**src/rtl/sal_pkg.sv**
```systemverilog
// types and constants for the sorted linked list block
// holds the request/response beat structs, pool sizes, command and status codes
// no dependencies
`timescale 1ns / 1ps
`default_nettype none

package sal_pkg;

   // pool geometry
   localparam int SLOTS  = 64;
   localparam int SLOT_W = $clog2(SLOTS);
   localparam int LINK_W = $clog2(SLOTS + 1);
   localparam int CNT_W  = $clog2(SLOTS + 1);
   localparam int KEY_W  = 32;

   // link value that marks the end of a chain
   localparam logic [LINK_W-1:0] LINK_NONE = LINK_W'(SLOTS);

   // command codes
   localparam logic [2:0] CMD_INSERT = 3'd0;
   localparam logic [2:0] CMD_DELETE = 3'd1;
   localparam logic [2:0] CMD_SEARCH = 3'd2;
   localparam logic [2:0] CMD_COUNT  = 3'd3;
   localparam logic [2:0] CMD_CLEAR  = 3'd4;

   // status codes
   localparam logic [1:0] ST_OK        = 2'd0;
   localparam logic [1:0] ST_FULL      = 2'd1;
   localparam logic [1:0] ST_DUPLICATE = 2'd2;
   localparam logic [1:0] ST_NOT_FOUND = 2'd3;

   typedef struct packed {
      logic [2:0]              command;
      logic signed [KEY_W-1:0] key;
   } req_type;

   typedef struct packed {
      logic [1:0]        status;
      logic [SLOT_W-1:0] slot;
      logic [CNT_W-1:0]  entries;
   } rsp_type;

endpackage

`default_nettype wire

```
**src/rtl/sorted_array_linked_list.sv**
```systemverilog
// Sorted linked list over a fixed pool of 64 slots with a free list. A command beat is taken
// when start is high and busy is low; its one result beat appears on rsp_data for exactly one
// cycle, marked by rsp_valid, and cannot be held off. Count, clear, unknown commands and an
// insert into a full pool answer in the cycle after the command. Search and delete walk the
// list from the head over up to 64 slots; insert first reads the free-list successor, then
// walks. A state that rewrites the predecessor's link is added before the answer when that
// link has to change. The walk takes one hop per cycle, as the key and link memories have a
// registered read. Clear takes effect at once; there is no clearing pass after reset.
// depends on sal_pkg
`timescale 1ns / 1ps
`default_nettype none

module sorted_array_linked_list (
   input  wire logic            clock,
   input  wire logic            reset,
   input  wire logic            start,
   output logic                 busy,
   input  wire sal_pkg::req_type req_data,
   output logic                 rsp_valid,
   output sal_pkg::rsp_type     rsp_data
);

   import sal_pkg::*;

   // controller states
   localparam logic [2:0] S_IDLE  = 3'd0;
   localparam logic [2:0] S_FETCH = 3'd1;
   localparam logic [2:0] S_WALK  = 3'd2;
   localparam logic [2:0] S_END   = 3'd3;
   localparam logic [2:0] S_LINK  = 3'd4;

   // map any out-of-pool link onto the end marker
   function automatic logic [LINK_W-1:0] norm_link(input logic [LINK_W-1:0] v);
      norm_link = (v >= LINK_W'(SLOTS)) ? LINK_NONE : v;
   endfunction

   // memories, read data registered
   logic signed [KEY_W-1:0] key_mem [SLOTS];
   logic [LINK_W-1:0]       link_mem [SLOTS];
   logic signed [KEY_W-1:0] key_rd_ff;
   logic [LINK_W-1:0]       link_rd_ff;
   logic [SLOT_W-1:0]       rd_addr_ff;
   logic                    link_vld_rd_ff;
   logic [SLOTS-1:0]        link_vld_ff;

   // control state
   logic [2:0]        state_ff, state_in;
   logic [LINK_W-1:0] list_head_ff, list_head_in;
   logic [LINK_W-1:0] free_head_ff, free_head_in;
   logic [CNT_W-1:0]  count_ff, count_in;
   logic              rsp_valid_ff, rsp_valid_in;

   // per-command working registers
   req_type           req_ff, req_in;
   logic [LINK_W-1:0] cur_ff, cur_in;
   logic [LINK_W-1:0] prev_ff, prev_in;
   logic [LINK_W-1:0] pos_next_ff, pos_next_in;
   logic [LINK_W-1:0] free_next_ff, free_next_in;
   logic [LINK_W-1:0] lw_data_ff, lw_data_in;
   logic              found_ff, found_in;
   rsp_type           rsp_ff, rsp_in;

   // memory access controls
   logic [SLOT_W-1:0] rd_addr;
   logic              lw_en;
   logic [SLOT_W-1:0] lw_addr;
   logic [LINK_W-1:0] lw_data;
   logic              kw_en;
   logic              clr_vld;
   logic [LINK_W-1:0] link_eff;
   logic [LINK_W-1:0] head_norm;

   // a link never written since reset or clear reads as the next slot
   assign link_eff  = norm_link(link_vld_rd_ff ? link_rd_ff
                                               : LINK_W'(rd_addr_ff) + LINK_W'(1));
   assign head_norm = norm_link(list_head_ff);

   // command sequencer
   always_comb begin
      state_in     = state_ff;
      list_head_in = list_head_ff;
      free_head_in = free_head_ff;
      count_in     = count_ff;
      rsp_valid_in = 1'b0;
      req_in       = req_ff;
      cur_in       = cur_ff;
      prev_in      = prev_ff;
      pos_next_in  = pos_next_ff;
      free_next_in = free_next_ff;
      lw_data_in   = lw_data_ff;
      found_in     = found_ff;
      rsp_in       = rsp_ff;
      rd_addr      = free_head_ff[SLOT_W-1:0];
      lw_en        = 1'b0;
      lw_addr      = prev_ff[SLOT_W-1:0];
      lw_data      = lw_data_ff;
      kw_en        = 1'b0;
      clr_vld      = 1'b0;

      case (state_ff)
         S_IDLE: begin
            if (start) begin
               req_in = req_data;
               case (req_data.command)
                  CMD_INSERT: begin
                     if (norm_link(free_head_ff) == LINK_NONE) begin
                        rsp_in       = '{status: ST_FULL, slot: '0, entries: count_ff};
                        rsp_valid_in = 1'b1;
                     end else begin
                        // fetch the free-list successor first
                        rd_addr  = free_head_ff[SLOT_W-1:0];
                        state_in = S_FETCH;
                     end
                  end
                  CMD_DELETE, CMD_SEARCH: begin
                     cur_in   = head_norm;
                     prev_in  = LINK_NONE;
                     found_in = 1'b0;
                     rd_addr  = head_norm[SLOT_W-1:0];
                     state_in = (head_norm == LINK_NONE) ? S_END : S_WALK;
                  end
                  CMD_CLEAR: begin
                     list_head_in = LINK_NONE;
                     free_head_in = '0;
                     count_in     = '0;
                     clr_vld      = 1'b1;
                     rsp_in       = '{status: ST_OK, slot: '0, entries: '0};
                     rsp_valid_in = 1'b1;
                  end
                  default: begin
                     rsp_in       = '{status: ST_OK, slot: '0, entries: count_ff};
                     rsp_valid_in = 1'b1;
                  end
               endcase
            end
         end

         S_FETCH: begin
            free_next_in = link_eff;
            cur_in       = head_norm;
            prev_in      = LINK_NONE;
            found_in     = 1'b0;
            rd_addr      = head_norm[SLOT_W-1:0];
            state_in     = (head_norm == LINK_NONE) ? S_END : S_WALK;
         end

         // one hop per cycle: the slot at cur_ff has just been read
         S_WALK: begin
            if (key_rd_ff < req_ff.key) begin
               prev_in = cur_ff;
               cur_in  = link_eff;
               rd_addr = link_eff[SLOT_W-1:0];
               if (link_eff == LINK_NONE) begin
                  found_in = 1'b0;
                  state_in = S_END;
               end
            end else begin
               found_in    = (key_rd_ff == req_ff.key);
               pos_next_in = link_eff;
               state_in    = S_END;
            end
         end

         S_END: begin
            state_in     = S_IDLE;
            rsp_valid_in = 1'b1;
            case (req_ff.command)
               CMD_INSERT: begin
                  if (found_ff) begin
                     rsp_in = '{status: ST_DUPLICATE, slot: '0, entries: count_ff};
                  end else begin
                     // new slot links to the first key not below it
                     kw_en        = 1'b1;
                     lw_en        = 1'b1;
                     lw_addr      = free_head_ff[SLOT_W-1:0];
                     lw_data      = cur_ff;
                     free_head_in = free_next_ff;
                     count_in     = count_ff + CNT_W'(1);
                     rsp_in       = '{status: ST_OK, slot: free_head_ff[SLOT_W-1:0],
                                      entries: count_ff + CNT_W'(1)};
                     if (prev_ff == LINK_NONE) begin
                        list_head_in = free_head_ff;
                     end else begin
                        lw_data_in   = free_head_ff;
                        rsp_valid_in = 1'b0;
                        state_in     = S_LINK;
                     end
                  end
               end
               CMD_DELETE: begin
                  if (!found_ff) begin
                     rsp_in = '{status: ST_NOT_FOUND, slot: '0, entries: count_ff};
                  end else begin
                     // push the removed slot onto the free list
                     lw_en        = 1'b1;
                     lw_addr      = cur_ff[SLOT_W-1:0];
                     lw_data      = norm_link(free_head_ff);
                     free_head_in = cur_ff;
                     count_in     = (count_ff != '0) ? count_ff - CNT_W'(1) : count_ff;
                     rsp_in       = '{status: ST_OK, slot: cur_ff[SLOT_W-1:0],
                                      entries: count_in};
                     if (prev_ff == LINK_NONE) begin
                        list_head_in = pos_next_ff;
                     end else begin
                        lw_data_in   = pos_next_ff;
                        rsp_valid_in = 1'b0;
                        state_in     = S_LINK;
                     end
                  end
               end
               CMD_SEARCH: begin
                  if (found_ff) begin
                     rsp_in = '{status: ST_OK, slot: cur_ff[SLOT_W-1:0], entries: count_ff};
                  end else begin
                     rsp_in = '{status: ST_NOT_FOUND, slot: '0, entries: count_ff};
                  end
               end
               default: begin
                  rsp_in = '{status: ST_OK, slot: '0, entries: count_ff};
               end
            endcase
         end

         // rewrite the predecessor's link, then answer
         S_LINK: begin
            lw_en        = 1'b1;
            lw_addr      = prev_ff[SLOT_W-1:0];
            lw_data      = lw_data_ff;
            rsp_valid_in = 1'b1;
            state_in     = S_IDLE;
         end

         default: begin
            state_in = S_IDLE;
         end
      endcase
   end

   // control registers
   always_ff @(posedge clock) begin
      if (reset) begin
         state_ff     <= S_IDLE;
         list_head_ff <= LINK_NONE;
         free_head_ff <= '0;
         count_ff     <= '0;
         rsp_valid_ff <= 1'b0;
      end else begin
         state_ff     <= state_in;
         list_head_ff <= list_head_in;
         free_head_ff <= free_head_in;
         count_ff     <= count_in;
         rsp_valid_ff <= rsp_valid_in;
      end
   end

   // payload registers
   always_ff @(posedge clock) begin
      req_ff       <= req_in;
      cur_ff       <= cur_in;
      prev_ff      <= prev_in;
      pos_next_ff  <= pos_next_in;
      free_next_ff <= free_next_in;
      lw_data_ff   <= lw_data_in;
      found_ff     <= found_in;
      rsp_ff       <= rsp_in;
   end

   // link valid bits: cleared by reset and clear, set on each link write
   always_ff @(posedge clock) begin
      if (reset || clr_vld) begin
         link_vld_ff <= '0;
      end else if (lw_en) begin
         link_vld_ff[lw_addr] <= 1'b1;
      end
   end

   // key memory
   always_ff @(posedge clock) begin
      if (kw_en) begin
         key_mem[free_head_ff[SLOT_W-1:0]] <= req_ff.key;
      end
      key_rd_ff <= key_mem[rd_addr];
   end

   // link memory
   always_ff @(posedge clock) begin
      if (lw_en) begin
         link_mem[lw_addr] <= lw_data;
      end
      link_rd_ff     <= link_mem[rd_addr];
      link_vld_rd_ff <= link_vld_ff[rd_addr];
      rd_addr_ff     <= rd_addr;
   end

   assign busy      = (state_ff != S_IDLE);
   assign rsp_valid = rsp_valid_ff;
   assign rsp_data  = rsp_ff;

   // checks
   a_count_bound: assert property (@(posedge clock) disable iff (reset)
      count_ff <= CNT_W'(SLOTS))
      else $error("key count above pool size");

   a_rsp_when_idle: assert property (@(posedge clock) disable iff (reset)
      rsp_valid |-> !busy)
      else $error("result beat while a command is still in progress");

   a_accept_progress: assert property (@(posedge clock) disable iff (reset)
      (start && !busy) |=> (busy || rsp_valid))
      else $error("accepted command neither in progress nor answered");

   a_slot_zero_on_error: assert property (@(posedge clock) disable iff (reset)
      (rsp_valid && rsp_data.status != ST_OK) |-> (rsp_data.slot == '0))
      else $error("nonzero slot on an error result");

endmodule

`default_nettype wire
```
**config.mk**
```make
export PLATFORM = sky130hd
export DESIGN_NAME = sorted_array_linked_list
export DESIGN_NICKNAME = d
export VERILOG_FILES = /design/src/rtl/sal_pkg.sv /design/src/rtl/sorted_array_linked_list.sv
export SDC_FILE = /design/constraint.sdc
export NUM_CORES = 2
export LEC_CHECK = 0
export ABC_AREA = 0
export BUFFER_PORTS_ARGS = -buffer_cell sky130_fd_sc_hd__buf_2
export CELL_PAD_IN_SITES_DETAIL_PLACEMENT = 0
export CELL_PAD_IN_SITES_GLOBAL_PLACEMENT = 2
export CORE_MARGIN = 2
export CORE_UTILIZATION = 46
export CTS_CLUSTER_SIZE = 30
export DETAILED_ROUTE_END_ITERATION = 12
export PLACE_DENSITY_LB_ADDON = 0.05
export SLEW_MARGIN = 10
export SYNTH_ARGS = -nofsm -noshare
export SYNTH_HDL_FRONTEND = slang
export SYNTH_SLANG_ARGS = --single-unit
```
**constraint.sdc**
```tcl
create_clock -name clock -period 6.8 [get_ports clock]
set_clock_uncertainty 0.15 [all_clocks]
set_input_delay 0.68 -clock clock [delete_from_list [all_inputs] [get_ports clock]]
set_output_delay 0.68 -clock clock [all_outputs]
set_load 0.02 [all_outputs]
```
==> flow_summary.ini <==
[clock_tree]
cts_buffer_depth = 4
cts_resized = 0
path_clk_slew_ns = 0.06
clock_sinks = 2717
cts_buffers = 305
insertion_delay_ns = 0.91
tritoncts = done
cts_root_buffer = clkbuf_16
h-tree-depth = 5

[routing]
vias_per_cell = 6.09
antenna_left = 0
drtIter0Drc = 7814
routedWlPerCell_um = 31.0
via_count = 68300
drt_wl_total_um = 348000
drc = 0
drt_pre_antenna_iters = 6

[synth]
ys_async_sr_fraction_pct = 0
yosysMostFrequentCell = edfxtp_1
synth_area_leader_cell = edfxtp_1
synth_ff_type = edfxtp_1
synth_enable_flop_cells = 2582
synthTopCellsByArea = edfxtp_1 73%, nand2_1 6.3%, a21oi_1 4.8%
syn_area_um2 = 106000
synth-seq-cells = 2717
yosysTopAreaCellShare_pct = 73.3
synthTopCellsByCount = 2582 x edfxtp_1, 1769 x nand2_1, 1015 x a21oi_1
syn_nets = 7777
yosysWarnings = 0
yosysUniqueCellTypes = 70
seq_area_frac_synth_pct = 75.9
avgSynthCellArea_um2 = 13.7
syn_inst = 7703

[place]
gp_congestion = 0.842
placed_cells = 10600
dp.final_hpwl_um = 201000
port_buffers = 54

[timing]
fin_crit_sh_pct = 94.7
fmax_mhz = 155
drv_slew = 0
hold_viol = 0
setup_viol = 0
slew_headroom_pct = 1.51
worst_pin_slew_ns = 1.47
rsz0062_at_grt = false
min_period_ns = 6.44
tns_ns = 0

[layout]
instances_no_fill = 11200
area_growth_pct = 14.7
post_route_cells_drive_above_1_share_pct = 11.3
nNetsFinal = 8056
fillers = 19000

[grt]
track_usage_pct = 29.2
grt_max_degree = 153
overflow = 0
grt_pass1_wl_um = 492000
antenna_found_initial = 21
grt_pass1_vias = 64500

[floorplanning]
placementRows = 175
core_area_um2 = 228000
die_x_um = 483
initial_core_util_pct = 46.4
die_y_um = 483
die_area_um2 = 234000
num_io_pins = 55

[setup_path]
crit_chain = ha_1 > and2_0 > a221o_1 > a21oi_2 > a31oi_1 > a311oi_4 > buf_4 > mux2_8 > buf_12 > buf_4 > a21oi_1 > a22o_1 > nor4_1 > a41oi_1 > nand4_1
crit_required_ns = 7.33
criticalPathCategory = register to register
cp.depth = 15
endpoint_kind = register
crit_start = key_rd_ff[18]
worstRegToRegCells = 15
path_buf_inv = 3
crit_end = key_rd_ff[17]
reg2reg_from = key_rd_ff[18]
max_stage_delay_ns = 1.03
crit_path_start_kind = register
cp_top_family = compound AO/OA/AOI/OAI gates
r2r_slack_ns = 0.36
cpMaxStageDelayCell = a41oi_1
crit_top_cell = buf_4
r2r_end = key_rd_ff[17]
worstPathMaxFanout = 46
arrival_ns = 6.96

[job]
drv_cap = 0

[power]
p_total_mw = 38.1
leakagePower_nw = 40.6
powerDensity_nw_per_um2 = 314
peakVddDrop_v = 0.000238

[min_path]
hp-class = primary input to register

[outcome]
status = finished clean
-- repair_timing --
| action | in CTS | in global routing |
|---|---|---|
| endpoints found under the hold margin | 36 | 0 |
| setup buffers | 0 | 0 |
| hold buffers | 35 | 0 |
-- state kept, by name, indices dropped and copies added (netlist names) --
name / cells
free_next_ff: 7
link_vld_rd_ff: 1
lw_data_ff: 7
rsp_data: 15
cur_ff: 7
rd_addr_ff: 6
count_ff: 7
key_mem: 2048
list_head_ff: 7
link_rd_ff: 7
link_vld_ff: 64
rsp_valid: 1
free_head_ff: 7
req_ff: 35
found_ff: 1
key_rd_ff: 32
state_ff: 3
pos_next_ff: 7
link_mem: 448
prev_ff: 7
-- worst min path at each step --
stage | startpoint | end | slack, ns | cells after the start
2_1_floorplan | link_vld_ff[11] | link_vld_ff[11] | 0.29 | 1
6_report | reset | count_ff[1] | 0.1 | 3
3_5_place_dp | link_vld_ff[61] | link_vld_ff[61] | 0.30 | 1
5_1_grt | reset | count_ff[4] | 0.07 | 3
3_3_place_gp | link_vld_ff[61] | link_vld_ff[61] | 0.30 | 1
4_1_cts | reset | count_ff[1] | 0.05 | 3
-- per-layer routing --
metal | GRT usage, % | wire length, um | vias up
li1 | - | - | 29500
met1 | 43.8 | 153000 | 35400
met2 | 44.9 | 158000 | 2878
met3 | 4.52 | 27700 | 506
met4 | 7.08 | 8650 | 6
met5 | 0 | 42 | -
-- cells by family (layout without fill, tap and decap cells) --
kind of cell / after synthesis / in the layout / share of synthesized area (%)
compound gates: 1892 / 1892 / 11.1
xor+xnor: 10 / 10 / 0.0828
fa+ha+maj: 36 / 36 / 0.426
buf+inv: 547 / 1048 / 2.30
flops: 2717 / 2717 / 75.9
mux: 37 / 37 / 0.355
other cells: 0 / 11 / 0
simple gates: 2464 / 2464 / 9.89
-- where the power goes --
| part | switching, mW | total [mW] | internal [mW] | leakage (nW) |
|---|---|---|---|---|
| combinational | 3.09 | 4.17 | 1.08 | 11.9 |
| clock | 6.48 | 15.2 | 8.75 | 4.39 |
| sequential | 0.151 | 18.7 | 18.6 | 24.4 |
| total | 9.73 | 38.1 | 28.4 | 40.6 |
-- layout by cell type (no fill, tap or decap), drive strengths merged, types with 8 or more instances in the layout --
master and n:
nand2b 9, o21ai 30, nor2 198, and3 88, clkinv 93, nand2 1769, a21o 116, nor3 21
edfxtp 2582, a41oi 67, a2111oi 27, a21oi 1016, nand3 153, nor4 82, dlygate4sd3 35, diode 11
a22o 106, a31oi 191, buf 433, and2 8, mux2i 33, clkbuf 421, nand4 52, inv 56
and4 55, o21a 67, ha 36, a22oi 229, dfxtp 135
-- metrics by stage --
| step | utilization [%] | area, um^2 | worst slack [ns] | hold WS (ns) |
|---|---|---|---|---|
| after global routing | 53.2 | 121000 | 0.383 | 0.0666 |
| after detailed placement | 49.1 | 112000 | 0.347 | 0.303 |
| after floorplan | - | 106000 | 1.75 | 0.291 |
| final | 53.2 | 121000 | 0.364 | 0.0977 |
| after global placement | 49.0 | 112000 | 0.268 | 0.296 |
| after CTS | 53.2 | 121000 | 0.331 | 0.0484 |
-- cell type report --
| class | instances | area (um^2) | area share (%) |
|---|---|---|---|
| clock buffers | 421 | 8370 | 6.90 |
| repair buffers | 468 | 4120 | 3.40 |
| inverters | 51 | 199 | 0.164 |
| flip-flops and latches | 2717 | 80200 | 66.2 |
| clock inverters | 108 | 649 | 0.536 |
| diodes | 11 | 27.5 | 0.0227 |
| well taps | 3009 | 3760 | 3.11 |
| multi-input cells | 4439 | 23900 | 19.7 |
-- worst register-to-register path: cells and delay by family, from the launching register on --
| family | cells | cell delay, ns |
|---|---|---|
| DFF | 1 | 0.55 |
| buffers and inverters | 3 | 0.93 |
| adders and majority gates | 1 | 0.31 |
| AOI/OAI and AO/OA | 7 | 3.14 |
| and+or+nand+nor | 3 | 0.59 |
| muxes | 1 | 0.55 |
(Power assumes the default switching activity.)
